[src/hdl/dmb_pkg.sv]
// ----------------------------------------------------------------------------
// dmb_pkg
// Shared types, codes and helpers for the differential drive mixer.
// ----------------------------------------------------------------------------
package dmb_pkg;

    // drive command codes carried in the request tuser
    typedef enum logic [2:0] {
        OP_FORWARD  = 3'd0,
        OP_BACKWARD = 3'd1,
        OP_LEFT     = 3'd2,
        OP_RIGHT    = 3'd3,
        OP_STOP     = 3'd4,
        OP_SET_FWD  = 3'd5,
        OP_SET_TURN = 3'd6,
        OP_TICK     = 3'd7
    } opcode_t;

    // configuration register indexes
    typedef enum logic [2:0] {
        REG_BOOST_SPEED       = 3'd0,
        REG_CRUISE_SPEED      = 3'd1,
        REG_BOOST_TURN_SPEED  = 3'd2,
        REG_CRUISE_TURN_SPEED = 3'd3,
        REG_BOOST_TICKS       = 3'd4
    } cfg_index_t;

    localparam logic signed [8:0] CMD_MAX    = 9'sd255;
    localparam logic signed [8:0] CMD_MIN    = -9'sd255;
    localparam logic signed [8:0] SPIN_SPEED = 9'sd128;
    localparam logic [16:0]       TICK_SAT   = 17'd65536;

    // configuration register file contents
    typedef struct packed {
        logic [7:0]  boost_speed;
        logic [7:0]  cruise_speed;
        logic [7:0]  boost_turn_speed;
        logic [7:0]  cruise_turn_speed;
        logic [15:0] boost_ticks;
    } cfg_t;

    // mixing request from the command stage
    typedef struct packed {
        logic              stopped;
        logic              boost;
        logic signed [8:0] fwd;
        logic signed [8:0] turn;
        logic [7:0]        base;
        logic [7:0]        tspd;
    } mix_req_t;

    // floor(p / 255) for p up to 255*255, shift-add form
    function automatic logic [7:0] div255(input logic [15:0] p);
        logic [16:0] s;
        s = {1'b0, p} + {9'd0, p[15:8]} + 17'd1;
        return s[15:8];
    endfunction

endpackage

[src/hdl/dmb_cmd.sv]
// ----------------------------------------------------------------------------
// dmb_cmd
// Command decode: updates forward/turn commands, boost flag and tick counter,
// and registers one mixing request per result.
// ----------------------------------------------------------------------------
module dmb_cmd (
    input  logic              clk,
    input  logic              rst_n,
    input  logic              in_valid,
    output logic              in_ready,
    input  dmb_pkg::opcode_t  opcode,
    input  logic signed [15:0] set_value,
    input  dmb_pkg::cfg_t     cfg,
    output logic              req_valid,
    input  logic              req_ready,
    output dmb_pkg::mix_req_t req
);
    import dmb_pkg::*;

    logic signed [8:0] fwd_reg, fwd_next;
    logic signed [8:0] turn_reg, turn_next;
    logic              boost_reg, boost_next;
    logic [16:0]       elapsed_reg, elapsed_next;
    logic              req_valid_reg;
    mix_req_t          req_reg, req_next;
    logic              emit;
    logic signed [8:0] clamped;
    logic              accept;

    assign in_ready  = !req_valid_reg || req_ready;
    assign accept    = in_valid && in_ready;
    assign req_valid = req_valid_reg;
    assign req       = req_reg;

    // saturate the set value to the command range
    always_comb
    begin
        if (set_value > 16'sd255)
        begin
            clamped = CMD_MAX;
        end
        else if (set_value < -16'sd255)
        begin
            clamped = CMD_MIN;
        end
        else
        begin
            clamped = set_value[8:0];
        end
    end

    // next command state and whether a result follows
    always_comb
    begin
        fwd_next     = fwd_reg;
        turn_next    = turn_reg;
        boost_next   = boost_reg;
        elapsed_next = elapsed_reg;
        emit         = 1'b1;
        case (opcode)
            OP_FORWARD:
            begin
                fwd_next     = CMD_MAX;
                boost_next   = 1'b1;
                elapsed_next = '0;
            end
            OP_BACKWARD:
            begin
                fwd_next     = CMD_MIN;
                boost_next   = 1'b1;
                elapsed_next = '0;
            end
            OP_LEFT, OP_RIGHT:
            begin
                turn_next = (opcode == OP_LEFT) ? CMD_MIN : CMD_MAX;
                if (fwd_reg == 9'sd0)
                begin
                    fwd_next = SPIN_SPEED;
                end
                boost_next   = 1'b1;
                elapsed_next = '0;
            end
            OP_STOP:
            begin
                fwd_next   = '0;
                turn_next  = '0;
                boost_next = 1'b0;
            end
            OP_SET_FWD:
            begin
                fwd_next     = clamped;
                boost_next   = 1'b1;
                elapsed_next = '0;
            end
            OP_SET_TURN:
            begin
                turn_next = clamped;
            end
            OP_TICK:
            begin
                if (elapsed_reg < TICK_SAT)
                begin
                    elapsed_next = elapsed_reg + 17'd1;
                end
                emit = boost_reg && (elapsed_next > {1'b0, cfg.boost_ticks});
                if (emit)
                begin
                    boost_next = 1'b0;
                end
            end
            default:
            begin
                emit = 1'b0;
            end
        endcase
    end

    // mixing request built from the updated state
    always_comb
    begin
        req_next.stopped = (fwd_next == 9'sd0) && (turn_next == 9'sd0);
        req_next.boost   = boost_next;
        req_next.fwd     = fwd_next;
        req_next.turn    = turn_next;
        req_next.base    = boost_next ? cfg.boost_speed : cfg.cruise_speed;
        req_next.tspd    = boost_next ? cfg.boost_turn_speed : cfg.cruise_turn_speed;
    end

    // command state and request valid
    always_ff @(posedge clk or negedge rst_n)
    begin
        if (!rst_n)
        begin
            fwd_reg       <= '0;
            turn_reg      <= '0;
            boost_reg     <= 1'b0;
            elapsed_reg   <= '0;
            req_valid_reg <= 1'b0;
        end
        else
        begin
            if (accept)
            begin
                fwd_reg     <= fwd_next;
                turn_reg    <= turn_next;
                boost_reg   <= boost_next;
                elapsed_reg <= elapsed_next;
            end
            if (in_ready)
            begin
                req_valid_reg <= accept && emit;
            end
        end
    end

    // request payload
    always_ff @(posedge clk)
    begin
        if (accept)
        begin
            req_reg <= req_next;
        end
    end

    // a forward, backward or set-forward command always leaves boost on
    a_motion_boost: assert property (@(posedge clk) disable iff (!rst_n)
        accept && (opcode == OP_FORWARD || opcode == OP_BACKWARD || opcode == OP_SET_FWD)
        |=> boost_reg)
        else $error("boost not set after motion command");

    // counter never passes its saturation point
    a_elapsed_sat: assert property (@(posedge clk) disable iff (!rst_n)
        elapsed_reg <= TICK_SAT)
        else $error("tick counter beyond saturation");

    // a stop request always reports boost off
    a_stop_req: assert property (@(posedge clk) disable iff (!rst_n)
        accept && (opcode == OP_STOP) |=> req_valid_reg && req_reg.stopped && !req_reg.boost)
        else $error("stop request malformed");

endmodule

[src/hdl/dmb_mix.sv]
// ----------------------------------------------------------------------------
// dmb_mix
// Mixing pipeline: scaling products, divide by 255 and left/right sum into
// the result register.
// ----------------------------------------------------------------------------
module dmb_mix (
    input  logic              clk,
    input  logic              rst_n,
    input  logic              req_valid,
    output logic              req_ready,
    input  dmb_pkg::mix_req_t req,
    output logic              out_valid,
    input  logic              out_ready,
    output logic signed [9:0] left_drive,
    output logic signed [9:0] right_drive,
    output logic              stopped,
    output logic              boost_active
);
    import dmb_pkg::*;

    // product stage
    logic        prod_valid_reg;
    logic [15:0] fprod_reg, tprod_reg;
    logic        fneg_reg, tneg_reg, stop_p_reg, boost_p_reg;
    logic [8:0]  fabs, tabs;
    logic        prod_adv;

    // result stage
    logic              out_valid_reg;
    logic signed [9:0] left_reg, right_reg;
    logic              stop_reg, boost_reg;
    logic              out_adv;
    logic [7:0]        fq, tq;
    logic signed [9:0] eff, adj;

    assign out_adv   = !out_valid_reg || out_ready;
    assign prod_adv  = !prod_valid_reg || out_adv;
    assign req_ready = prod_adv;

    // command magnitudes
    assign fabs = req.fwd[8] ? 9'(-req.fwd) : req.fwd;
    assign tabs = req.turn[8] ? 9'(-req.turn) : req.turn;

    // scaled drive terms, truncated toward zero
    assign fq  = div255(fprod_reg);
    assign tq  = div255(tprod_reg);
    assign eff = fneg_reg ? -$signed({2'b00, fq}) : $signed({2'b00, fq});
    assign adj = tneg_reg ? -$signed({2'b00, tq}) : $signed({2'b00, tq});

    // stage valids
    always_ff @(posedge clk or negedge rst_n)
    begin
        if (!rst_n)
        begin
            prod_valid_reg <= 1'b0;
            out_valid_reg  <= 1'b0;
        end
        else
        begin
            if (prod_adv)
            begin
                prod_valid_reg <= req_valid;
            end
            if (out_adv)
            begin
                out_valid_reg <= prod_valid_reg;
            end
        end
    end

    // stage payloads
    always_ff @(posedge clk)
    begin
        if (prod_adv && req_valid)
        begin
            fprod_reg   <= fabs[7:0] * req.base;
            tprod_reg   <= tabs[7:0] * req.tspd;
            fneg_reg    <= req.fwd[8];
            tneg_reg    <= req.turn[8];
            stop_p_reg  <= req.stopped;
            boost_p_reg <= req.boost;
        end
        if (out_adv && prod_valid_reg)
        begin
            left_reg  <= eff - adj;
            right_reg <= eff + adj;
            stop_reg  <= stop_p_reg;
            boost_reg <= boost_p_reg;
        end
    end

    assign out_valid    = out_valid_reg;
    assign left_drive   = left_reg;
    assign right_drive  = right_reg;
    assign stopped      = stop_reg;
    assign boost_active = boost_reg;

    // a stop result carries zero drives
    a_stop_zero: assert property (@(posedge clk) disable iff (!rst_n)
        out_valid_reg && stop_reg |-> left_reg == 10'sd0 && right_reg == 10'sd0)
        else $error("stop result with nonzero drive");

    // the drives differ by twice the turn term, so their parity matches
    a_parity: assert property (@(posedge clk) disable iff (!rst_n)
        out_valid_reg |-> left_reg[0] == right_reg[0])
        else $error("left/right parity mismatch");

    // a waiting product is not dropped while the result stage is held
    a_prod_hold: assert property (@(posedge clk) disable iff (!rst_n)
        prod_valid_reg && !out_adv |=> prod_valid_reg)
        else $error("product stage lost a request");

endmodule

[src/hdl/differential_drive_mixer_boost.sv]
// ----------------------------------------------------------------------------
// differential_drive_mixer_boost
// Differential drive mixer with timed boost: top level with register file.
// ----------------------------------------------------------------------------
// Takes one drive command or tick per request and returns left/right motor
// drives. One request is accepted every cycle unless the input is stalled; a
// result passes through the command register, product register and result
// register; the three stages advance independently, so a held result only stalls
// the input once both inner stages are full. Ticks that do not end boost
// produce no result. Configuration is written through cfg_we/cfg_index/
// cfg_data and takes effect on the next request.
module differential_drive_mixer_boost (
    input  logic        clk,
    input  logic        rst_n,
    input  logic        s_tvalid,
    output logic        s_tready,
    input  logic [15:0] s_tdata,   // [15:0] set_value
    input  logic [2:0]  s_tuser,   // [2:0] opcode
    output logic        m_tvalid,
    input  logic        m_tready,
    output logic [23:0] m_tdata,   // [9:0] left_drive, [19:10] right_drive,
                                   // [20] stopped, [21] boost_active, [23:22] zero
    input  logic        cfg_we,
    input  logic [2:0]  cfg_index,
    input  logic [15:0] cfg_data
);
    import dmb_pkg::*;

    cfg_t              cfg_reg;
    logic              req_valid, req_ready;
    mix_req_t          req;
    logic signed [9:0] left_drive, right_drive;
    logic              stopped, boost_active;

    // configuration registers
    always_ff @(posedge clk or negedge rst_n)
    begin
        if (!rst_n)
        begin
            cfg_reg.boost_speed       <= 8'd255;
            cfg_reg.cruise_speed      <= 8'd160;
            cfg_reg.boost_turn_speed  <= 8'd255;
            cfg_reg.cruise_turn_speed <= 8'd128;
            cfg_reg.boost_ticks       <= 16'd500;
        end
        else if (cfg_we)
        begin
            case (cfg_index)
                REG_BOOST_SPEED:       cfg_reg.boost_speed       <= cfg_data[7:0];
                REG_CRUISE_SPEED:      cfg_reg.cruise_speed      <= cfg_data[7:0];
                REG_BOOST_TURN_SPEED:  cfg_reg.boost_turn_speed  <= cfg_data[7:0];
                REG_CRUISE_TURN_SPEED: cfg_reg.cruise_turn_speed <= cfg_data[7:0];
                REG_BOOST_TICKS:       cfg_reg.boost_ticks       <= cfg_data;
                default:
                begin
                end
            endcase
        end
    end

    // command decode and state
    dmb_cmd u_cmd (
        .clk       (clk),
        .rst_n     (rst_n),
        .in_valid  (s_tvalid),
        .in_ready  (s_tready),
        .opcode    (opcode_t'(s_tuser)),
        .set_value ($signed(s_tdata)),
        .cfg       (cfg_reg),
        .req_valid (req_valid),
        .req_ready (req_ready),
        .req       (req)
    );

    // drive mixing
    dmb_mix u_mix (
        .clk          (clk),
        .rst_n        (rst_n),
        .req_valid    (req_valid),
        .req_ready    (req_ready),
        .req          (req),
        .out_valid    (m_tvalid),
        .out_ready    (m_tready),
        .left_drive   (left_drive),
        .right_drive  (right_drive),
        .stopped      (stopped),
        .boost_active (boost_active)
    );

    // result packing
    assign m_tdata = {2'b00, boost_active, stopped, right_drive, left_drive};

endmodule
[config.mk]
export PLATFORM = sky130hd
export DESIGN_NAME = differential_drive_mixer_boost
export DESIGN_NICKNAME = d
export VERILOG_FILES = /design/src/hdl/dmb_pkg.sv /design/src/hdl/dmb_cmd.sv /design/src/hdl/dmb_mix.sv /design/src/hdl/differential_drive_mixer_boost.sv
export SDC_FILE = /design/constraint.sdc
export NUM_CORES = 1
export LEC_CHECK = 0
export ABC_AREA = 0
export ABC_CLOCK_PERIOD_IN_PS = 7950
export BUFFER_PORTS_ARGS = -buffer_cell sky130_fd_sc_hd__buf_2
export CAP_MARGIN = 20
export CELL_PAD_IN_SITES_DETAIL_PLACEMENT = 0
export CELL_PAD_IN_SITES_GLOBAL_PLACEMENT = 1
export CORE_MARGIN = 1.5
export CORE_UTILIZATION = 54
export CTS_CLUSTER_DIAMETER = 30
export DETAILED_ROUTE_END_ITERATION = 8
export PLACE_DENSITY_LB_ADDON = 0.1
export SLEW_MARGIN = 20
export SYNTH_ARGS = -nofsm -noshare
export SYNTH_HDL_FRONTEND = slang
export SYNTH_SLANG_ARGS = --single-unit
[constraint.sdc]
create_clock -name clk -period 7.95 [get_ports clk]
set_input_delay 1.9875 -clock clk [delete_from_list [all_inputs] [get_ports clk]]
set_output_delay 1.9875 -clock clk [all_outputs]
set_load 0.02 [all_outputs]
# Word level (Yosys, flattened, before mapping)
# Cells that the tools add are included.
op_classes:
  addsub: 11
  eq_ne: 11
  n_reduce_logical: 26
  n_lt_le_gt_ge: 4
  n_mux: 18
  multipliers: 2
ops:
  columns: ["op", "n"]
  rows:
  - ["$pmux 9 s5", 1]
  - ["$mux 9", 4]
  - ["$mux 17", 2]
  - ["$pmux 17 s2", 1]
  - ["$add 16x1->16 const B", 2]
  - ["$add 16x8->16", 2]
  - ["$mul 8x8->16", 2]
  - ["$mux 8", 4]
  - ["$logic_not 9->1", 3]
  - ["$pmux 9 s3", 1]
  - ["$mux 10", 2]
  - ["$neg 8->10", 2]
  - ["$add 17x1->17 const B", 1]
  - ["$gt 17x16->1", 1]
  - ["$lt 17x17->1 const B", 1]
  - ["$gt 16x9->1 const B", 1]
  - ["$lt 16x9->1 const B", 1]
  - ["$neg 8->8", 2]
  - ["$eq 3x3->1 const B", 5]
  - ["$eq 3x2->1 const B", 4]
  - ["$reduce_and 2->1", 6]
  - ["$add 10x10->10", 1]
  - ["$sub 10x10->10", 1]
  - ["$eq 3x1->1 const B", 2]
  - ["other kinds (9)", 20]
word_totals:
  ff_bits: 181
  input_bits: 43
  output_inout_bits: 26

# Depth between registers and ports, before layout
logic_depth:
  depth_word: 8
  ltp_mapped: 21
  depth_no_buf: 21

# By module
# A second synthesis with hierarchy kept.
hier_totals:
  hier_cells: 1318
  hier_area_um2: 13935.9
by_module_without_submodules:
  columns: ["mod", "instances", "seq_area_each_um2", "cells_per_inst", "area_per_inst_um2"]
  rows:
  - ["dmb_mix", 1, 1761.7, 820, 7982.7]
  - ["dmb_cmd", 1, 2006.9, 388, 4055.1]
  - ["differential_drive_mixer_boost", 1, 1232.4, 110, 1898.1]

# Least setup slack after synthesis
# Ideal clock, no wire load.
synth_timing:
  path_type: "register -> register"
  startpoint: "register u_cmd.req_reg (netlist bit u_cmd.req[25])"
  endpoint: "register u_mix.fprod_reg[15] (data pin)"
  n_path_buf: 0
  arrival_ns: 4.976
  setup_ns: 0.260
  slack_ns: 2.714
  stages_incl_launch_ff: 18
  cell_sequence: "edfxtp_1 or3_1 o31ai_1 xor2_1 nor2b_1 fa_1 fa_1 fa_1 inv_1 fa_1 inv_1 ha_1 or2_2 a21oi_1 a21oi_1 a41o_1 o21bai_1 xnor2_1"
synth_via:
  elab_chain_cells: 3
synth_rtl:
  columns: ["element", "line_no", "source"]
  rows:
  - ["start: declaration", "dmb_cmd.sv:25", "mix_req_t req_reg, req_next;"]
  - ["start signal: assignment", "dmb_cmd.sv:161", "req_reg <= req_next;"]
  - ["$neg 8->8", "dmb_mix.sv:41", "assign fabs = req.fwd[8] ? 9'(-req.fwd) : req.fwd;"]
  - ["$mux 8 (*)", "dmb_mix.sv:41", null]
  - ["$mul 8x8->16 (*)", "dmb_mix.sv:76", "fprod_reg <= fabs[7:0] * req.base;"]
  - ["end signal: assignment", "dmb_mix.sv:76", null]
  - ["end: declaration", "dmb_mix.sv:23", "logic [15:0] fprod_reg, tprod_reg;"]
# Mark *: on every way between the ends. The rest lies on a longest branch, timed or not.
# A chain may end at the register's enable or synchronous reset.

# Worst setup path after layout
# Same ends and word-level chain as after synthesis.

==> results.txt <==
----------------------------------------------------
[Die]
  Die span in y ... 163 µm
  Overall die area ... 26500 µm²
  Number of core rows ... 58
  Die span in x ... 163 µm
  Top-level port count ... 69
  Starting utilization of the core area ... 0.548
  Std-Cell Core Area ... 25100 µm²

[Setup path]
  Startpoint type of the worst setup path ... flop
  Slowest CP cell ... sky130_fd_sc_hd__xor2_1
  Cell occurring most often along the worst timing path ... sky130_fd_sc_hd__fa_1
  Highest fanout seen on the critical path ... 10
  Cell chain of the critical path ... inv_1 -> ha_1 -> nand2b_1 -> o21ai_0 -> xor2_1 -> nor2b_1 -> fa_1 -> fa_1 -> fa_1 -> inv_1 -> fa_1 -> inv_1 -> ha_1 -> or2_2 -> a21oi_1 -> a21oi_1 -> a41o_1 -> o21bai_1 -> xnor2_1
  Kind of critical path ... reg2reg
  Cell family contributing the most delay on the critical path ... adder cells
  Worst path max stage delay ... 0.58 ns
  Required time of the critical path ... 8.13 ns
  Data arrival time of the critical path ... 5.81 ns
  Endpoint class of the critical path ... flop
  Buffers & Inverters on Critical Path ... 3
  Slack of the worst reg-to-reg path ... 2.33 ns

[Route]
  Antenna-violating nets left ... 0
  Number of violations reported at the end of detailed-routing iteration 0 ... 522
  Post-route DRC violation count ... 0
  Wire length per cell ... 15.5 µm
  Routed WL ... 27100 µm
  Count of vias placed by the detailed router ... 9348
  Number of iterations in the first detailed-routing pass ... 7
  Via-per-instance ratio ... 5.35

[Logic synthesis]
  Number of enable flip-flop cells after synthesis ... 93
  Cell taking the most area after synthesis ... sky130_fd_sc_hd__edfxtp_1
  Most used DFF post-synth ... sky130_fd_sc_hd__edfxtp_1
  Sequential element share of the synthesized area ... 0.363
  Synthesized area per cell ... 10.3 µm²
  Flop and latch count out of synthesis ... 180
  Cells after Synth ... 1334
  Yosys warns ... 0
  Fraction of synthesized cell area taken by the top area cell type ... 0.203
  Asr flop ratio synth ... 0.483
  Area of the mapped netlist ... 13800 µm²
  Biggest area contributors in the synthesized netlist ... sky130_fd_sc_hd__edfxtp_1 20%, sky130_fd_sc_hd__ha_1 11%, sky130_fd_sc_hd__dfrtp_1 11%
  Cell variety after synth ... 75

[Clock tree]
  Post-CTS Repair Setup Buffers ... 0
  Clock tree from TritonCTS ... built
  Count of instances resized after the clock tree is built ... 0
  Clock-pin slew on the worst setup and hold paths ... 0.07 ns
  Number of buffers created by CTS ... 17
  Cell at the root of the clock tree ... sky130_fd_sc_hd__clkbuf_16
  Later-pin clock latency in the skew report ... 0.43 ns
  Number of buffers on the longest clock path ... 2
  Number of H-tree levels ... 4
  CTS hold repair buffers ... 0
  Clk sinks ... 180

[Place]
  Detailed-placement wirelength estimate ... 21500 µm
  Routability Congestion ... 0.831
  Count of input and output buffers ... 66

[Timing]
  Count of final max-slew check failures ... 0
  Final Cycle Share ... 0.708
  Final number of hold-violating endpoints ... 0
  Min Clock Period, post-route ... 5.62 ns
  WHS ... 0.415 ns
  Worst clock skew ... 0.0133 ns
  Fmax ... 0.178 GHz
  Normalized max-slew margin ... 0.397
  RSZ-0062 raised after global routing ... false
  Total Neg Setup Slack ... 0 ns
  Transition at the pin with the smallest max-transition slack ... 0.904 ns
  Final count of negative-setup-slack endpoints ... 0

[Layout]
  Final-stage net count ... 1646
  Max FFs per register ... 48
  Synth-to-Final Area Change ... 9.21%
  Leading cell types in the layout, fill and taps excluded ... 159 x sky130_fd_sc_hd__inv_1, 125 x sky130_fd_sc_hd__ha_1, 124 x sky130_fd_sc_hd__nand2_1
  Share of layout cells above drive strength 1 ... 0.144
  Number of diodes ... 0
  Most frequent standard cell in the layout excluding fill and tap cells ... sky130_fd_sc_hd__inv_1
  Number of fillers in the final layout ... 2180

[Run status]
  Status ... completed

[Pwr]
  Share of total power in sequential cells ... 0.264
  Power Density ... 423 nW/µm²
  Worst ir drop on vdd ... 318 µV
  Clk pwr share ... 0.128
  Leak Pwr ... 0.00675 µW
  Switching power ... 2720 µW
  PnR Total Power ... 6360 µW
  Sw Share ... 0.428
  Combinational Power Share ... 0.608
  Internal ... 3640 µW

[Global route]
  Initial antenna violation count ... 0
  Number of global-route vias before repair ... 9717
  First-pass GRT wire length ... 46400 µm
  Congestion Overflow GR ... 0
  Total Routing Usage GR ... 0.220
  Maximum number of pins on one net before global-route repair ... 65

[Job]
  Max-cap violations ... 0

[Hold path]
  Type of the tightest min-delay check ... reg2reg

----------------------------------------------------
==> worst paths after layout <==
check                      cells after the start               endpoint        startpoint
max in group asynchronous                      2            cfg_reg[16]             rst_n
setup reg to reg                              19    u_mix.fprod_reg[15]     u_cmd.req[25]
setup / recovery                              19    u_mix.fprod_reg[15]     u_cmd.req[25]
hold / removal                                 0          u_mix.stopped  u_mix.stop_p_reg
min in group asynchronous                      1  u_cmd.elapsed_reg[10]             rst_n
hold reg to reg                                0          u_mix.stopped  u_mix.stop_p_reg
==> metrics by stage <==
stage	cells	setup slack, ns	util	instance area (µm²)
after floorplan	1335	2.71	-	13800
after global placement	1715	2.42	0.576	14500
after detailed placement	1715	2.28	0.576	14500
after CTS	1747	2.28	0.599	15000
after global routing	1747	2.00	0.599	15000
final	1747	2.33	0.599	15000
==> synth_stat cells, types with 4 or more instances <==
master and number:
sky130_fd_sc_hd__xor2_1 31, sky130_fd_sc_hd__mux2_2 42, sky130_fd_sc_hd__nor2_1 57, sky130_fd_sc_hd__a21o_1 6, sky130_fd_sc_hd__inv_1 160, sky130_fd_sc_hd__nand2b_1 33
sky130_fd_sc_hd__mux2_4 9, sky130_fd_sc_hd__xnor2_1 59, sky130_fd_sc_hd__or3_1 9, sky130_fd_sc_hd__o211ai_1 9, sky130_fd_sc_hd__dfrtp_1 62, sky130_fd_sc_hd__ha_1 125
sky130_fd_sc_hd__a211oi_1 6, sky130_fd_sc_hd__nand4_1 8, sky130_fd_sc_hd__o21bai_1 4, sky130_fd_sc_hd__nand3_1 12, sky130_fd_sc_hd__a21oi_1 54, sky130_fd_sc_hd__a32o_1 11
sky130_fd_sc_hd__nor4_1 6, sky130_fd_sc_hd__nand2_1 124, sky130_fd_sc_hd__dfstp_2 25, sky130_fd_sc_hd__mux2i_1 4, sky130_fd_sc_hd__clkbuf_1 17, sky130_fd_sc_hd__and3_1 5
sky130_fd_sc_hd__o221ai_1 6, sky130_fd_sc_hd__and2_1 27, sky130_fd_sc_hd__o21a_1 6, sky130_fd_sc_hd__edfxtp_1 93, sky130_fd_sc_hd__or2_2 5, sky130_fd_sc_hd__fa_1 74
sky130_fd_sc_hd__nor2b_1 89, sky130_fd_sc_hd__a31oi_1 7, sky130_fd_sc_hd__buf_4 5, sky130_fd_sc_hd__o31ai_1 15, sky130_fd_sc_hd__o21ai_0 54, sky130_fd_sc_hd__nor3_1 21
==> area by class of cell <==
type,count,area [µm²],share of cell area
multi-input combinational,968,8040,0.535
clock inverter,14,141,0.00940
inverter,162,608,0.0404
sequential,180,5000,0.333
tap,330,413,0.0275
timing repair buffer,75,400,0.0266
clock buffer,18,429,0.0285
==> routing by layer <==
metal | GRT usage | share of wire | routed length [µm]
met2 | 0.395 | 0.50 | 13700
met3 | 0.0265 | 0.021 | 579
met5 | 0 | 0 | 0
met1 | 0.282 | 0.46 | 12600
met4 | 0.0559 | 0.0098 | 265
==> cell families after synthesis <==
kind of cell / share of synthesized area
muxes: 0.0471
adders and majority gates: 0.221
and+or+nand+nor: 0.155
xor gates and xnor gates: 0.0573
DFF: 0.363
other: 0.000272
AOI/OAI and AO/OA: 0.103
buffers and inverters: 0.0533
==> power groups by stage <==
| stage | sequential, µW | combinational (µW) | clock, µW |
|---|---|---|---|
| CTS | 1680 | 3920 | 834 |
| floorplan | 1700 | 3080 | 0 |
| global route | 1710 | 4430 | 870 |
| global placement | 1690 | 3840 | 0 |
| finish | 1680 | 3870 | 817 |
| detailed placement | 1700 | 3890 | 0 |
Note: power is estimated with default switching activity, not from simulation.
